<file path="src/sv/pftex_pkg.sv">
// shared constants and types for the fire / forcefield texture block
package pftex_pkg;

	localparam int PIX_W       = 8;
	localparam int GRID_W      = 32;
	localparam int COL_W       = $clog2(GRID_W);
	localparam int GRID_CELLS  = GRID_W * GRID_W;
	localparam int IDX_W       = $clog2(GRID_CELLS);
	localparam int EXT_W       = IDX_W + 1;
	localparam int STORE_DEPTH = 2 * GRID_CELLS;
	localparam int ADDR_W      = $clog2(STORE_DEPTH);
	localparam int HOT_W       = 5;
	localparam int NUM_HOT     = 9;
	localparam int SPOT_W      = $clog2(NUM_HOT);
	localparam int STEP_W      = 3;
	localparam int CLR_W       = ADDR_W;

	localparam int BOTTOM_ROW  = 992;
	localparam int FIRE_BASE   = 1008;
	localparam int HOT_BIAS    = 15;
	localparam int LAST_IN     = 30;
	localparam logic [PIX_W-1:0] PIX_HOT = 8'hff;

	typedef enum logic {
		KIND_FRAME = 1'b0,
		KIND_READ  = 1'b1
	} kind_t;

	typedef enum logic {
		MODE_FIRE  = 1'b0,
		MODE_FORCE = 1'b1
	} mode_t;

	typedef logic [NUM_HOT-1:0][HOT_W-1:0] hot_arr_t;

	typedef struct packed {
		logic             we;
		logic             wfront;
		logic [IDX_W-1:0] widx;
		logic [PIX_W-1:0] wdata;
		logic             re;
		logic [IDX_W-1:0] ridx;
	} mreq_t;

endpackage

</file>
<file path="src/sv/pftex_frame.sv">
// frame sequencer: fire-mode row clear, hot spot stamps and neighbour-sum sweep
module pftex_frame (
	input  logic                           clk,
	input  logic                           arst_n,
	input  logic                           start,
	input  logic                           mode,
	input  pftex_pkg::hot_arr_t            hot,
	input  logic [pftex_pkg::PIX_W-1:0]    rdata,
	output pftex_pkg::mreq_t               mreq,
	output logic                           done
);
	import pftex_pkg::*;

	typedef enum logic [1:0] {
		S_IDLE,
		S_ROW,
		S_STAMP,
		S_SWEEP
	} state_t;

	state_t              state_q;
	logic                mode_q;
	hot_arr_t            hot_q;
	logic [SPOT_W-1:0]   spot_q;
	logic [STEP_W-1:0]   step_q;
	logic [IDX_W-1:0]    idx_q;
	logic [EXT_W-1:0]    acc_q;
	logic                zero_q;

	logic                is_ff;
	logic [EXT_W-1:0]    stamp_ctr;
	logic [EXT_W-1:0]    stamp_addr;
	logic [EXT_W-1:0]    rd_addr;
	logic [PIX_W-1:0]    data;
	logic [EXT_W-1:0]    term;
	logic [EXT_W-1:0]    sum;
	logic                last_step;
	logic                last_stamp;
	logic                last_idx;
	logic                col_end;

	function automatic logic [EXT_W-1:0] stamp_off(input logic ff, input logic [STEP_W-1:0] s);
		logic [EXT_W-1:0] r;
		case (s)
			3'd0:    r = '0;
			3'd1:    r = EXT_W'(1);
			3'd2:    r = EXT_W'(-1);
			3'd3:    r = EXT_W'(-GRID_W);
			3'd4:    r = ff ? EXT_W'(GRID_W) : EXT_W'(1 - GRID_W);
			default: r = EXT_W'(-1 - GRID_W);
		endcase
		return r;
	endfunction

	function automatic logic [EXT_W-1:0] fire_off(input logic [STEP_W-1:0] s);
		logic [EXT_W-1:0] r;
		case (s)
			3'd0:    r = EXT_W'(GRID_W - 1);
			3'd1:    r = EXT_W'(GRID_W + 1);
			3'd2:    r = EXT_W'(2 * GRID_W);
			3'd3:    r = EXT_W'(-2 * GRID_W);
			default: r = EXT_W'(-GRID_W);
		endcase
		return r;
	endfunction

	always_comb begin
		is_ff = (mode_q == MODE_FORCE);
		if (is_ff) begin
			stamp_ctr = ((EXT_W'(hot_q[0]) + EXT_W'(1)) << COL_W) + EXT_W'(hot_q[1]) + EXT_W'(1);
		end else begin
			stamp_ctr = EXT_W'(FIRE_BASE - HOT_BIAS) + EXT_W'(hot_q[spot_q]);
		end
		stamp_addr = stamp_ctr + stamp_off(is_ff, step_q);

		if (is_ff) begin
			case (step_q)
				3'd0:    rd_addr = {1'b0, idx_q};
				3'd1:    rd_addr = {1'b0, idx_q - IDX_W'(GRID_W)};
				default: rd_addr = {1'b0, idx_q - IDX_W'(1)};
			endcase
		end else begin
			rd_addr = {1'b0, idx_q} + fire_off(step_q);
		end

		data = zero_q ? '0 : rdata;
		if (!is_ff && (step_q inside {[3'd1:3'd3]})) begin
			term = EXT_W'({data, 1'b0});
		end else begin
			term = EXT_W'(data);
		end
		sum = acc_q + term;

		last_step  = is_ff ? (step_q == 3'd3) : (step_q == 3'd5);
		last_stamp = is_ff ? (step_q == 3'd4) : (step_q == 3'd5);
		col_end    = (idx_q[COL_W-1:0] == COL_W'(LAST_IN));
		last_idx   = is_ff ? (idx_q == '1) : (col_end && idx_q[IDX_W-1:COL_W] == COL_W'(LAST_IN));

		mreq = '0;
		case (state_q)
			S_ROW: begin
				mreq.we     = 1'b1;
				mreq.wfront = 1'b1;
				mreq.widx   = IDX_W'(BOTTOM_ROW) + IDX_W'(idx_q[COL_W-1:0]);
				mreq.wdata  = '0;
			end
			S_STAMP: begin
				mreq.we     = ~stamp_addr[IDX_W];
				mreq.wfront = 1'b1;
				mreq.widx   = stamp_addr[IDX_W-1:0];
				mreq.wdata  = PIX_HOT;
			end
			S_SWEEP: begin
				mreq.re     = ~last_step;
				mreq.ridx   = rd_addr[IDX_W-1:0];
				mreq.we     = last_step;
				mreq.wfront = 1'b0;
				mreq.widx   = idx_q;
				if (!is_ff) begin
					mreq.wdata = sum[EXT_W-1:3];
				end else if (sum < EXT_W'(2)) begin
					mreq.wdata = '0;
				end else begin
					mreq.wdata = PIX_W'((sum - EXT_W'(2)) >> 2);
				end
			end
			default: mreq = '0;
		endcase

		done = (state_q == S_SWEEP) && last_step && last_idx;
	end

	always_ff @(posedge clk or negedge arst_n) begin
		if (!arst_n) begin
			state_q <= S_IDLE;
			mode_q  <= MODE_FIRE;
			hot_q   <= '0;
			spot_q  <= '0;
			step_q  <= '0;
			idx_q   <= '0;
			acc_q   <= '0;
			zero_q  <= 1'b0;
		end else begin
			case (state_q)
				S_IDLE: begin
					if (start) begin
						mode_q  <= mode;
						hot_q   <= hot;
						spot_q  <= '0;
						step_q  <= '0;
						idx_q   <= '0;
						state_q <= (mode == MODE_FORCE) ? S_STAMP : S_ROW;
					end
				end
				S_ROW: begin
					idx_q <= idx_q + IDX_W'(1);
					if (idx_q[COL_W-1:0] == '1) begin
						state_q <= S_STAMP;
					end
				end
				S_STAMP: begin
					if (last_stamp) begin
						step_q <= '0;
						if (is_ff || spot_q == SPOT_W'(NUM_HOT - 1)) begin
							idx_q   <= is_ff ? '0 : IDX_W'(GRID_W + 1);
							state_q <= S_SWEEP;
						end else begin
							spot_q <= spot_q + SPOT_W'(1);
						end
					end else begin
						step_q <= step_q + STEP_W'(1);
					end
				end
				S_SWEEP: begin
					zero_q <= rd_addr[IDX_W] & ~is_ff;
					acc_q  <= (step_q == '0) ? '0 : sum;
					if (last_step) begin
						step_q <= '0;
						if (last_idx) begin
							state_q <= S_IDLE;
						end else if (!is_ff && col_end) begin
							idx_q <= idx_q + IDX_W'(3);
						end else begin
							idx_q <= idx_q + IDX_W'(1);
						end
					end else begin
						step_q <= step_q + STEP_W'(1);
					end
				end
				default: state_q <= S_IDLE;
			endcase
		end
	end

endmodule

</file>
<file path="config.mk">
export PLATFORM = sky130hd
export DESIGN_NAME = pftex_frame
export DESIGN_NICKNAME = d
export VERILOG_FILES = /design/src/sv/pftex_pkg.sv /design/src/sv/pftex_frame.sv
export SDC_FILE = /design/constraint.sdc
export NUM_CORES = 1
export LEC_CHECK = 0
export BUFFER_PORTS_ARGS = -buffer_cell sky130_fd_sc_hd__buf_2
export CORE_UTILIZATION = 45
export CTS_CLUSTER_DIAMETER = 80
export CTS_CLUSTER_SIZE = 12
export DETAILED_ROUTE_END_ITERATION = 8
export PLACE_DENSITY = 0.62
export SYNTH_ARGS = -nofsm -noshare
export SYNTH_HDL_FRONTEND = slang
export SYNTH_SLANG_ARGS = --single-unit
export TNS_END_PERCENT = 10
</file>
<file path="constraint.sdc">
create_clock -name clk -period 6.1 [get_ports clk]
set_input_delay 0.305 -clock clk [delete_from_list [all_inputs] [get_ports clk]]
set_output_delay 0.305 -clock clk [all_outputs]
set_load 0.02 [all_outputs]
</file>
# Word-level counts from Yosys, hierarchy flattened
# Cells that the tools add are included.
# word_totals
ff_bits	77
# op_classes
addsub	15
order_cmp	4
reduce_logical	17
n_eq_ne	21
n_mux	43
n_bitwise	4
# op_table
op	n
2-to-1 mux 11 bit	6
2-to-1 mux 10 bit	6
one-hot mux 20 bit (3 select lines)	1
one-hot mux 11 bit (5 select lines)	1
one-hot mux 11 bit (4 select lines)	1
one-hot mux 10 bit (4 select lines)	1
2-to-1 mux 8 bit	3
binary-select mux 5 bit (select 4 bit)	1
one-hot mux 10 bit (2 select lines)	1
inequality test 2 bit (second input constant)	8
equality test 5 bit (second input constant)	3
2-to-1 mux 2 bit	7
2-to-1 mux 4 bit	3
adder 10 x 11 -> 11 bit	1
adder 10 x 5 -> 11 bit (first input constant)	1
adder 11 x 1 -> 11 bit (second input constant)	1
adder 11 bit	1
adder 11 x 5 -> 11 bit	1
adder 11 x 9 -> 11 bit	1
< comparator 11 x 2 -> 1 bit (second input constant)	1
adder 10 x 1 -> 10 bit (second input constant)	1
adder 10 x 2 -> 10 bit (second input constant)	1
equality test 10 bit (second input constant)	1
subtractor 10 x 1 -> 10 bit (second input constant)	1
36 further kinds	51

# Longest topological paths before layout
# depth
ltp_word	9
ltp_mapped	18
ltp_nobuf	16

# Least setup slack after synthesis
# OpenSTA, ideal clock, no wires.
# synth_timing
path_kind	reg-to-output
startpoint	reg step_q[1]
endpoint	out mreq[18] (netlist name)
n_path_buf	1
slack_ns	1.299
path_stages_with_launch	18
t_required_ns	5.795
arrival_time_ns	4.496
path_cell_list	dfrtp_1 inv_1 ha_1 clkbuf_1 or2_2 o221ai_2 and3b_1 ha_1 inv_1 fa_1 nor2b_4 o21a_4 nand3_1 a2111oi_2 o21ai_1 or4_4 o21a_1 o311ai_2
# synth_rtl
element	line_no	rtl
from (decl)	pftex_frame.sv:25	logic [STEP_W-1:0] step_q;
from (signal assigned)	pftex_frame.sv:171	step_q <= step_q + STEP_W'(1);
from (signal assigned)	pftex_frame.sv:187	step_q <= step_q + STEP_W'(1);
to (decl)	pftex_frame.sv:9	output pftex_pkg::mreq_t mreq,

==> flow_results.org <==
** Setup path
- Data arrival time of the critical path :: 5.24 ns
- Highest net fanout along the worst path :: 17
- Among all stages on the critical path, the largest delay is contributed by sky130_fd_sc_hd__dfrtp_1.
- Register-to-register setup slack :: 2.11 ns
- Category of the worst setup path launch point :: register
- Delay of the slowest critical-path stage :: about 0.84 ns
- Endpoint kind of the worst setup timing path :: primary output
- Cell family with the largest share of critical-path delay :: compound AO/OA/AOI/OAI gates
- Cell seen most often among critical-path stages :: sky130_fd_sc_hd__ha_1
- Cells along the critical path :: mux4_2 -> mux2i_1 -> o21ai_0 -> ha_1 -> mux2_2 -> ha_1 -> a21o_1 -> a21oi_1 -> o21bai_1 -> a2111oi_0 -> o311ai_0 -> xor2_1 -> nand2_1 -> a31oi_1 -> buf_2
- Number of buffer and inverter stages on the critical path :: 1
- Worst EP required :: 5.79 ns
- Kind of critical path :: reg -> out

** Finish
- Diodes inserted :: 0
- After routing the design area is 7530 µm².
- Final Instance Count excl. Fillers :: 1005
- Of the cells placed in the final design, the portion with a size suffix greater than 1 is 22.9%.
- Total number of nets in the final design :: 930
- At the end of the flow the core is filled with cells to 51.8%.
- Synth-to-Final Area Change :: 12.5%

** CTS
- Buffer cell driving the clock tree root :: sky130_fd_sc_hd__clkbuf_16
- Clock Path Buffers :: 2
- TritonCTS built the clock tree.
- Number of CTS-inserted buffers :: 9
- Clock latency on the worst-skew pair, taken at its later pin, is around 0.35 ns.
- Clock transition time at the flip-flop clock pins of the worst setup and hold paths :: ~0.070 ns
- In this run the post-CTS setup repair buffer count came out at 0.
- Counting every sink on the clock net gives 77.
- After clock tree synthesis, the repair step resized 0 gates.
- Maximum level of the CTS H-tree :: 3
- # hold bufs at CTS :: 0

** GRT
- Maximum number of pins on one net before global-route repair :: between 70 and 80
- First-pass GRT wire length :: 27.6 mm
- Global routing used 23.2% of the available tracks across all layers.
- After global routing the overflow that remains totals 0.
- The initial antenna violation count was 0.
- The number of global-route vias before repair was 5627.

** Place
- The congestion estimate from routability-driven global placement came to 0.864.
- The count of buffers added on input and output ports is 88.
- Post-Place Cell Area :: a little over 7000 µm²
- Total half-perimeter wirelength after legalization and detailed placement :: 12.7 mm
- After detailed placement, the design holds a cell count of 989.

** Hold path
- The min-delay analysis places its worst path in the category in -> async.

** Routing
- Met2 layer wire length in the routed design :: 8.72 mm
- Via-per-instance ratio :: 5.81
- For this run, design rule violations remaining after detail routing come to 0.
- Met3 wire len :: between 700 and 800 µm
- For this block, wires on met1 add up to 7.43 mm.
- In this run the remaining antenna-violating nets after routing total 0.
- Max Used Layer :: met4
- The detailed router finished its first iteration with 359 violations.
- Routed WL :: 17.3 mm
- Post-detailed-route wirelength per cell :: roughly 17 µm
- The first TritonRoute pass finished after 5 iterations.
- Routed via count :: about 5800

** STA
- Number of hold violations in the final report :: 0
- Max Slew Vio Count :: 0
- Final setup vio count :: 0
- Sum of negative setup slack :: 0 ns
- Setup repair after global routing missed its margin :: false
- Pin slew with the least headroom to its limit :: 1.03 ns
- Final Skew :: 0.0100 ns
- The smallest clock period supported by the final layout is computed as 5.54 ns.
- Period utilisation layout :: 90.9%
- The worst pin sits at a relative slew slack of 30.9%.
- Based on the critical path, the design can be clocked at up to 180 MHz.

** Synthesis
- Sequential-to-total area share from yosys stat :: 28.8%
- Counting every net in the synthesized netlist gives 873.
- Counting flops and latches in the post-synthesis netlist gives 77.
- Number of distinct standard cells referenced by the synthesized netlist :: 69
- Main flop type after synthesis :: sky130_fd_sc_hd__dfrtp_1
- Synthesis produced a netlist whose cell count is 759.
- Synthesized area divided by synthesized cell count :: between 8 and 9 µm²
- After synthesis the cells add up to ~6700 µm².
- Yosys mapped a number of flops with a built-in enable equal to 0.
- Number of warnings reported in the yosys synthesis log :: 0
- After synthesis, the share of flip-flops with an asynchronous set or reset is 100%.

** Floorplanning
- The initialized floorplan defines 44 standard-cell rows.
- Height of the die :: 124 µm
- During I/O placement, the number of pins put on the boundary was between 80 and 90.
- Total die area :: 15400 µm²
- Effective utilization at floorplan :: 46.1%
- The floorplan step defined a core boundary enclosing 14500 µm².
- The die is 124 µm wide.

** Power
- IR analysis of the VDD net gives a maximum drop of 202 µV.
- For this design the ratio of total power to cell area is around 160 nW/µm².
- In this run the static leakage power is 3.53 nW.
- The completed layout was analyzed and its total power is 1.21 mW.

** Job
- MaxCap Viol Count :: 0

** Outcome
- Result of the run :: finished, final reports clean
synth_stat cells, drive strengths merged, types with 14 or more instances:
library cell  count  area share, %
ha               54             10
mux2i            15            2.2
a21oi            46            3.4
clkbuf           31            1.7
xor2             22            2.9
nand2            84            4.7
inv              27            1.5
nor2             70            3.9
xnor2            24            3.1
nand3            17            1.3
dfrtp            77             29
o21ai            41            3.1
mux2             54            9.1
buf              14           0.93
registers in the layout (all words and copies together), names as in the netlist:
register,flops
acc_q,11
hot_q,45
is_ff,1
state_q,2
spot_q,4
step_q,3
zero_q,1
idx_q,10
layout by cell type, fill, tap and decap left out, drive strengths merged, types with 12 or more instances in the layout:
cell,synthesis,final
xor2,22,22
buf,14,91
o31ai,13,13
mux2,54,54
dfrtp,77,77
o2bb2ai,12,12
nand2,84,84
o21ai,41,41
a21oi,46,46
mux2i,15,15
nand3,17,17
ha,54,54
nor2,70,70
inv,27,31
xnor2,24,24
layer usage:
metal,GRT usage (%),vias up
met2,41.1,158
met5,0,-
li1,-,2867
met3,3.39,31
met1,28.6,2780
met4,7.96,0
power breakdown:
part | internal, mW | switching [mW]
logic | 0.0496 | 0.0700
clock network | 0.328 | 0.247
registers | 0.513 | 0.00205
total | 0.891 | 0.319
layout make-up:
type,count,area (µm²)
clock buffers,9,225
fillers,1366,7000
inverters,28,105
flip-flops and latches,77,1930
clock inverters,7,91.3
repair buffers,91,465
multi-input cells,609,4490
well taps,184,230
logic make-up (layout without fill, tap and decap cells):
| family | after synthesis | after routing | share of synthesized area, % |
|---|---|---|---|
| compound gates | 196 | 196 | 20.1 |
| fa+ha+maj | 58 | 58 | 11.1 |
| flops | 77 | 77 | 28.8 |
| xor+xnor | 46 | 46 | 6.02 |
| buf+inv | 73 | 135 | 4.24 |
| simple gates | 233 | 233 | 16.1 |
| mux | 76 | 76 | 13.7 |
metrics by stage:
stage	hold slack, ns	setup slack, ns
2_1_floorplan	0.00941	1.30
3_3_place_gp	0.479	1.13
3_5_place_dp	0.484	0.931
4_1_cts	0.167	0.516
5_1_grt	0.176	0.178
6_report	0.109	0.557
worst paths after layout:
path / startpoint / end / depth (start not counted)
max: spot_q[0] / mreq[28] / 15
min: arst_n / acc_q[3] / 1
max reg2reg: step_q[1] / acc_q[9] / 13
min reg2reg: acc_q[0] / acc_q[0] / 1
max in group asynchronous: arst_n / hot_q[16] / 1
min in group clk: hot[10] / hot_q[10] / 2
(Power assumes the default switching activity.)
